==> src/rtl/modexp_pkg.sv <==
// Shared constants, types and command/status structs for the modular exponentiation core.
package modexp_pkg;

  // Field widths of the item ports.
  localparam int BASE_W   = 32;
  localparam int EXP_W    = 32;
  localparam int POW_W    = 30;

  // Number of exponent bits that take part in the scan.
  localparam int EXP_BITS = 32;

  // The prime modulus, its Barrett constant and the datapath widths that follow.
  localparam logic [63:0] PRIME_64 = 64'd1000000007;
  localparam logic [POW_W-1:0] PRIME = PRIME_64[POW_W-1:0];
  localparam int X_W      = 2 * POW_W;       // full product width
  localparam int Q_W      = POW_W + 1;       // quotient estimate width
  localparam int R_W      = POW_W + 2;       // remainder before correction, below 3P
  localparam int MUL_W    = 32;              // shared multiplier operand width
  localparam logic [63:0] MU_64 = (64'd1 << X_W) / PRIME_64;
  localparam logic [Q_W-1:0] BARRETT_MU = MU_64[Q_W-1:0];

  // Commands from the controller to the datapath.
  typedef struct packed {
    logic load;      // capture a new item, start base reduction
    logic mul;       // form a full product into x_r
    logic mul_sqr;   // product is run*run instead of acc*run
    logic qest;      // Barrett quotient estimate
    logic qsub;      // remainder = x - q*P
    logic fix;       // one conditional subtract of P
    logic wb_acc;    // final correction, write accumulator
    logic wb_run;    // final correction, write running power
    logic shift;     // drop the lowest exponent bit
    logic out_load;  // load the result register
  } modexp_cmd_t;

  // Status from the datapath to the controller.
  typedef struct packed {
    logic exp_zero;  // no exponent bits left
    logic exp_lsb;   // current exponent bit
    logic exp_last;  // current bit is the highest one set
  } modexp_sts_t;

endpackage

==> src/rtl/modular_exponentiation_core.sv <==
// Top level of the modular exponentiation core: controller plus datapath.
// Computes base^exponent mod 1000000007 by right-to-left square-and-multiply on one
// shared 32x32 multiplier with Barrett reduction; one item is in work at a time.
// For each item the base is loaded and reduced first; then, per exponent bit up to
// the highest set bit, the running power is squared, after a multiply into the
// accumulator where the bit is set; the highest set bit takes the multiply only,
// and the result is then handed over. A zero exponent skips the bit steps. Each
// modular product runs through product, quotient estimate, remainder and two
// corrections. The next item is taken as soon as the result sits in the output
// register, even if that result has not been transferred yet.
module modular_exponentiation_core (
  input  logic                           clk,
  input  logic                           rst_n,
  input  logic                           in_valid,
  output logic                           in_ready,
  input  logic [modexp_pkg::BASE_W-1:0]  in_base,
  input  logic [modexp_pkg::EXP_W-1:0]   in_exponent,
  output logic                           out_valid,
  input  logic                           out_ready,
  output logic [modexp_pkg::POW_W-1:0]   out_power_mod
);
  import modexp_pkg::*;

  modexp_cmd_t cmd;
  modexp_sts_t sts;

  modexp_ctrl u_ctrl (
    .clk       (clk),
    .rst_n     (rst_n),
    .in_valid  (in_valid),
    .in_ready  (in_ready),
    .out_valid (out_valid),
    .out_ready (out_ready),
    .sts       (sts),
    .cmd       (cmd)
  );

  modexp_dp u_dp (
    .clk           (clk),
    .rst_n         (rst_n),
    .in_base       (in_base),
    .in_exponent   (in_exponent),
    .cmd           (cmd),
    .sts           (sts),
    .out_power_mod (out_power_mod)
  );

endmodule

==> src/rtl/modexp_dp.sv <==
// Datapath: operand registers, shared multiplier and Barrett reduction steps.
module modexp_dp (
  input  logic                           clk,
  input  logic                           rst_n,
  input  logic [modexp_pkg::BASE_W-1:0]  in_base,
  input  logic [modexp_pkg::EXP_W-1:0]   in_exponent,
  input  modexp_pkg::modexp_cmd_t        cmd,
  output modexp_pkg::modexp_sts_t        sts,
  output logic [modexp_pkg::POW_W-1:0]   out_power_mod
);
  import modexp_pkg::*;

  logic [EXP_BITS-1:0] exp_r;
  logic [POW_W-1:0]    acc_r;
  logic [POW_W-1:0]    run_r;
  logic [X_W-1:0]      x_r;
  logic [Q_W-1:0]      q_r;
  logic [R_W-1:0]      r_r;
  logic [POW_W-1:0]    out_power_mod_r;

  logic [MUL_W-1:0]    mul_a;
  logic [MUL_W-1:0]    mul_b;
  logic [2*MUL_W-1:0]  prod;
  logic [R_W-1:0]      r_fixed;

  // Operand selection for the one shared multiplier.
  always_comb begin
    mul_a = '0;
    mul_b = '0;
    if (cmd.mul) begin
      mul_a = MUL_W'(cmd.mul_sqr ? run_r : acc_r);
      mul_b = MUL_W'(run_r);
    end else if (cmd.qest) begin
      mul_a = MUL_W'(x_r[X_W-1:POW_W-1]);
      mul_b = MUL_W'(BARRETT_MU);
    end else begin
      mul_a = MUL_W'(q_r);
      mul_b = MUL_W'(PRIME);
    end
  end

  assign prod = (2*MUL_W)'(mul_a) * (2*MUL_W)'(mul_b);

  // One conditional subtract of the modulus.
  assign r_fixed = (r_r >= R_W'(PRIME)) ? r_r - R_W'(PRIME) : r_r;

  // Operand, product and remainder registers.
  always_ff @(posedge clk) begin
    if (cmd.load) begin
      exp_r <= EXP_BITS'(in_exponent);
      acc_r <= POW_W'(1);
      x_r   <= X_W'(in_base);
    end
    if (cmd.mul) begin
      x_r <= prod[X_W-1:0];
    end
    if (cmd.qest) begin
      q_r <= prod[X_W+1:POW_W+1];
    end
    if (cmd.qsub) begin
      r_r <= x_r[R_W-1:0] - prod[R_W-1:0];
    end
    if (cmd.fix) begin
      r_r <= r_fixed;
    end
    if (cmd.wb_acc) begin
      acc_r <= r_fixed[POW_W-1:0];
    end
    if (cmd.wb_run) begin
      run_r <= r_fixed[POW_W-1:0];
    end
    if (cmd.shift) begin
      exp_r <= exp_r >> 1;
    end
    if (!rst_n) begin
      out_power_mod_r <= '0;
    end else if (cmd.out_load) begin
      out_power_mod_r <= acc_r;
    end
  end

  // Exponent status for the scan.
  assign sts.exp_zero = (exp_r == '0);
  assign sts.exp_lsb  = exp_r[0];
  assign sts.exp_last = ((exp_r >> 1) == '0);

  assign out_power_mod = out_power_mod_r;

`ifndef SYNTHESIS
  // Written operands are fully reduced.
  a_acc_reduced: assert property (@(posedge clk) disable iff (!rst_n)
    cmd.wb_acc |=> acc_r < PRIME) else $error("accumulator not reduced");
  a_run_reduced: assert property (@(posedge clk) disable iff (!rst_n)
    cmd.wb_run |=> run_r < PRIME) else $error("running power not reduced");
  // After one correction the Barrett remainder is below twice the modulus.
  a_fix_bound: assert property (@(posedge clk) disable iff (!rst_n)
    cmd.fix |=> r_r < R_W'(2 * PRIME_64)) else $error("remainder out of range");
`endif

endmodule

==> src/rtl/modexp_ctrl.sv <==
// Controller: sequences base reduction, square-and-multiply steps and result transfer.
module modexp_ctrl (
  input  logic                     clk,
  input  logic                     rst_n,
  input  logic                     in_valid,
  output logic                     in_ready,
  output logic                     out_valid,
  input  logic                     out_ready,
  input  modexp_pkg::modexp_sts_t  sts,
  output modexp_pkg::modexp_cmd_t  cmd
);
  import modexp_pkg::*;

  typedef enum logic [7:0] {
    S_IDLE = 8'b0000_0001,
    S_MUL  = 8'b0000_0010,
    S_QEST = 8'b0000_0100,
    S_QSUB = 8'b0000_1000,
    S_FIX  = 8'b0001_0000,
    S_WB   = 8'b0010_0000,
    S_NEXT = 8'b0100_0000,
    S_DONE = 8'b1000_0000
  } state_t;

  // Which register a modular product goes back to.
  typedef enum logic [1:0] {
    DST_BASE = 2'd0,
    DST_ACC  = 2'd1,
    DST_SQR  = 2'd2
  } dest_t;

  state_t state_r, state_nxt;
  dest_t  dest_r, dest_nxt;
  logic   out_valid_r, out_valid_nxt;

  // Next-state and command decode.
  always_comb begin
    state_nxt = state_r;
    dest_nxt  = dest_r;
    cmd       = '0;
    case (state_r)
      S_IDLE: begin
        if (in_valid) begin
          cmd.load  = 1'b1;
          dest_nxt  = DST_BASE;
          state_nxt = S_QEST;
        end
      end
      S_MUL: begin
        cmd.mul     = 1'b1;
        cmd.mul_sqr = (dest_r == DST_SQR);
        state_nxt   = S_QEST;
      end
      S_QEST: begin
        cmd.qest  = 1'b1;
        state_nxt = S_QSUB;
      end
      S_QSUB: begin
        cmd.qsub  = 1'b1;
        state_nxt = S_FIX;
      end
      S_FIX: begin
        cmd.fix   = 1'b1;
        state_nxt = S_WB;
      end
      S_WB: begin
        case (dest_r)
          DST_ACC: begin
            cmd.wb_acc = 1'b1;
            if (sts.exp_last) begin
              state_nxt = S_DONE;
            end else begin
              dest_nxt  = DST_SQR;
              state_nxt = S_MUL;
            end
          end
          DST_SQR: begin
            cmd.wb_run = 1'b1;
            cmd.shift  = 1'b1;
            state_nxt  = S_NEXT;
          end
          default: begin
            cmd.wb_run = 1'b1;
            state_nxt  = S_NEXT;
          end
        endcase
      end
      S_NEXT: begin
        if (sts.exp_zero) begin
          state_nxt = S_DONE;
        end else if (sts.exp_lsb) begin
          dest_nxt  = DST_ACC;
          state_nxt = S_MUL;
        end else begin
          dest_nxt  = DST_SQR;
          state_nxt = S_MUL;
        end
      end
      S_DONE: begin
        if (!out_valid_r || out_ready) begin
          cmd.out_load = 1'b1;
          state_nxt    = S_IDLE;
        end
      end
      default: begin
        state_nxt = S_IDLE;
      end
    endcase
  end

  // Result valid holds until its transfer completes.
  assign out_valid_nxt = (out_valid_r && !out_ready) || cmd.out_load;

  always_ff @(posedge clk) begin
    if (!rst_n) begin
      state_r     <= S_IDLE;
      dest_r      <= DST_BASE;
      out_valid_r <= 1'b0;
    end else begin
      state_r     <= state_nxt;
      dest_r      <= dest_nxt;
      out_valid_r <= out_valid_nxt;
    end
  end

  assign in_ready  = (state_r == S_IDLE);
  assign out_valid = out_valid_r;

`ifndef SYNTHESIS
  // A new result is loaded only into a free output register.
  a_out_free: assert property (@(posedge clk) disable iff (!rst_n)
    cmd.out_load |-> (!out_valid_r || out_ready)) else $error("result overwritten");
  // The block is busy right after an input transfer.
  a_busy: assert property (@(posedge clk) disable iff (!rst_n)
    (in_valid && in_ready) |=> !in_ready) else $error("accepted while busy");
  // A finished item waits while the previous result is stalled.
  a_done_wait: assert property (@(posedge clk) disable iff (!rst_n)
    (state_r == S_DONE && out_valid_r && !out_ready) |=> state_r == S_DONE)
    else $error("left done state while output stalled");
`endif

endmodule

==> config.mk <==
export PLATFORM = sky130hd
export DESIGN_NAME = modular_exponentiation_core
export DESIGN_NICKNAME = d
export VERILOG_FILES = /design/src/rtl/modexp_pkg.sv /design/src/rtl/modular_exponentiation_core.sv /design/src/rtl/modexp_dp.sv /design/src/rtl/modexp_ctrl.sv
export SDC_FILE = /design/constraint.sdc
export NUM_CORES = 2
export LEC_CHECK = 0
export ABC_AREA = 1
export BUFFER_PORTS_ARGS = -buffer_cell sky130_fd_sc_hd__buf_4
export CORE_MARGIN = 1.5
export CORE_UTILIZATION = 48
export CTS_CLUSTER_DIAMETER = 150
export DETAILED_ROUTE_END_ITERATION = 6
export PLACE_DENSITY = 0.71
export SYNTH_ARGS = -nofsm -noshare
export SYNTH_HDL_FRONTEND = slang
export SYNTH_HIERARCHICAL = 1
export SYNTH_SLANG_ARGS = --single-unit
export TNS_END_PERCENT = 30
==> constraint.sdc <==
create_clock -name clk -period 11.8 [get_ports clk]
set_input_delay 0.59 -clock clk [delete_from_list [all_inputs] [get_ports clk]]
set_output_delay 0.59 -clock clk [all_outputs]
set_load 0.01 [all_outputs]
==> impl_metrics.tcl <==
set metrics [dict create \
    worstPathArrival_ns 11.45 \
    critPathKind "register to register" \
    antenna_found_initial 0 \
    post_cts_buffers 0 \
    syn_to_final_growth_pct 7.12 \
    yosysSeqAreaShare 0.162 \
    cap_viol_max_count 0 \
    finClkSkew_ns 0.0296 \
    ant_nets 0 \
    use_met3 0.0724 \
    yosysTopAreaCell "fa_1" \
    holdPathStages 3 \
    post-route-period-util 0.945 \
    grt.met1_usage 0.416 \
    layout-drive-gt1-share 0.0648 \
    grt_pass1_vias 38484 \
    setup_tns_ns 0 \
    hp-class "input port to register" \
    synth_cell_types 58 \
    core_region_area_um2 93000 \
    place_hpwl_um 118000 \
    antennaDiodeCount 0 \
    gp_congestion 1.02 \
    r2r-start "u_ctrl/state_r[6]" \
    die_w_um 309 \
    yosys_register_bits 256 \
    postSynthAreaPerCell_um2 8.22 \
    required_ns 12.10 \
    crit_slowest_cell "inv_1" \
    final_nets 6713 \
    grt-ovfl-total 0 \
    cp_slowest_stage_delay_ns 0.78 \
    min_to "u_dp/exp_r[3]" \
    synth_edf_count 214 \
    clk_pin_slew_ns 0.07 \
    min_period_ns 11.15 \
    r2r-end "u_dp/x_r[52]" \
    rsz0062_at_grt "false" \
    port_buffers 99 \
    ios 100 \
    end_kind "register" \
    start_util 0.483 \
    yosys_warnings 6 \
    cts.sinks 256 \
    syn_area_um2 45000 \
    cts_root_buffer "clkbuf_16" \
    dieArea_um2 95600 \
    hold_viol 0 \
    first_pass_iters 5 \
    wl_per_cell_um 21.6 \
    cts_tree "yes" \
    num_vias 36942 \
    ys_async_sr_fraction 0 \
    drt_wl_total_um 146000 \
    r2r_slack_ns 0.65 \
    min-delay-start "in_exponent[3]" \
    row_count 112 \
    drc_errors 0 \
    slew-limit-headroom 0.0412 \
    synthTopCellsByArea "fa_1 (37%), edfxtp_1 (14%), inv_1 (11%)" \
    cts_buffers 26 \
    slew_viol_final 0 \
    grt_pass1_wl_um 225000 \
    holdBufCountCts 0 \
    grt.met2_usage 0.498 \
    worstMarginPinSlew_ns 1.44 \
    outcome "finished, final reports clean" \
    clock_latency_ns 0.58 \
    dr.first_iter.drc_count 3826 \
    grt_max_degree 67 \
    clock_path_buffers 3 \
    yosysTopAreaCellShare 0.373 \
    setup_viol 0 \
    cts.htree.levels 1 \
    synth-main-ff-cell "edfxtp_1" \
    drt-vias-per-instance 5.45 \
    netlist_instances 5476 \
    dieHeight_um 309 \
    grt_usage 0.314 \
    top_usage_layer "met2" \
    crit_top_cell "fa_1" \
    cts_resized 0 \
    r2r_cells 38 \
    startpoint_type "register" \
    max_freq_mhz 89.7 \
    path_max_fanout 66 \
]
## flip-flops by register name, indices dropped and copies added, names as in the netlist, 8 cells and up
signal	cells
u_ctrl/state_r	8
u_dp/acc_r	30
u_dp/exp_r	32
u_dp/out_power_mod	30
u_dp/q_r	31
u_dp/r_r	32
u_dp/run_r	30
u_dp/x_r	60
## per-layer routing
metal / up-vias / share of wire
met5: - / 0
met4: 0 / 0.049
met3: 387 / 0.11
met2: 2016 / 0.45
met1: 18297 / 0.39
li1: 16242 / -
## how the worst max path moves through the flow
stage,to,depth (start not counted),slack (ns),start
floorplan,u_dp/r_r[24],39,1.31,u_ctrl/state_r[0]
global placement,u_dp/r_r[30],43,1.05,u_ctrl/state_r[6]
detailed placement,u_dp/r_r[30],43,0.99,u_ctrl/state_r[6]
CTS,u_dp/r_r[30],43,0.89,u_ctrl/state_r[6]
global route,u_dp/r_r[27],41,0.17,u_ctrl/state_r[6]
finish,u_dp/x_r[52],38,0.65,u_ctrl/state_r[6]
## stage by stage
step | hold slack (ns) | setup slack, ns | cells | area [um^2] | util
after floorplan | 0.439 | 1.31 | 5480 | 45000 | -
after global placement | 0.460 | 1.05 | 6728 | 47300 | 0.508
after detailed placement | 0.460 | 0.987 | 6728 | 47300 | 0.508
after CTS | 0.265 | 0.886 | 6776 | 48200 | 0.518
after global routing | 0.274 | 0.173 | 6776 | 48200 | 0.518
final | 0.275 | 0.646 | 6776 | 48200 | 0.518
## cell usage in the layout (no fill, tap or decap), types with 22 or more instances in the layout
cell type  synthesis  routed
a21oi_1          170     167
a31oi_1           22      22
buf_4              2     187
clkbuf_16          0      28
dfxtp_1           42      42
edfxtp_1         214     214
fa_1             838     838
ha_1             305     305
inv_1           1311    1310
nand2_1         1151    1150
nand2_2           33      34
nand3_1           84      84
nand4_1           33      33
nor2_1           621     619
nor2_2            25      26
o21ai_0          170     168
xnor2_1           31      31
xor2_1            54      54
## cell usage after synthesis, types with 6 or more instances
cell type and count:
a21oi_1 170, a31oi_1 22, buf_2 9, clkbuf_1 178, clkinv_1 14, dfxtp_1 42
edfxtp_1 214, fa_1 838, ha_1 305, inv_1 1311, inv_2 15, nand2_1 1151
nand2_2 33, nand3_1 84, nand3_2 11, nand3b_1 6, nand4_1 33, nor2_1 621
nor2_2 25, nor3_1 16, nor4_1 11, o211ai_1 6, o21a_1 13, o21ai_0 170
o21ai_1 18, o21bai_1 8, or2_2 8, xnor2_1 31, xor2_1 54
## layout make-up
cell class / instances / area, um^2
clock buffers: 37 / 785
clock inverters: 11 / 105
repair buffers: 188 / 1420
fillers: 8779 / 44900
flip-flops and latches: 256 / 7270
well taps: 1254 / 1570
inverters: 1340 / 5030
multi-input cells: 3690 / 32000
## worst max-delay path, delay by kind of cell (launching register included)
kind	cells	cell delay [ns]
adders and majority gates	9	4.55
buffers and inverters	12	2.85
and+or+nand+nor	13	2.02
AOI/OAI and AO/OA	3	0.75
DFF	1	0.41
xor gates and xnor gates	1	0.19
## cell families after synthesis
family          after synthesis  share of synthesized area
flops                       256                      0.162
xor+xnor                     86                     0.0169
simple gates               2021                      0.182
buf+inv                    1534                      0.128
compound gates              434                     0.0530
fa+ha+maj                  1143                      0.458
other cells                   2                   0.000167
Power is not shown: default switching activity piles up to over one toggle a cycle in this logic, so the estimate is an artifact.
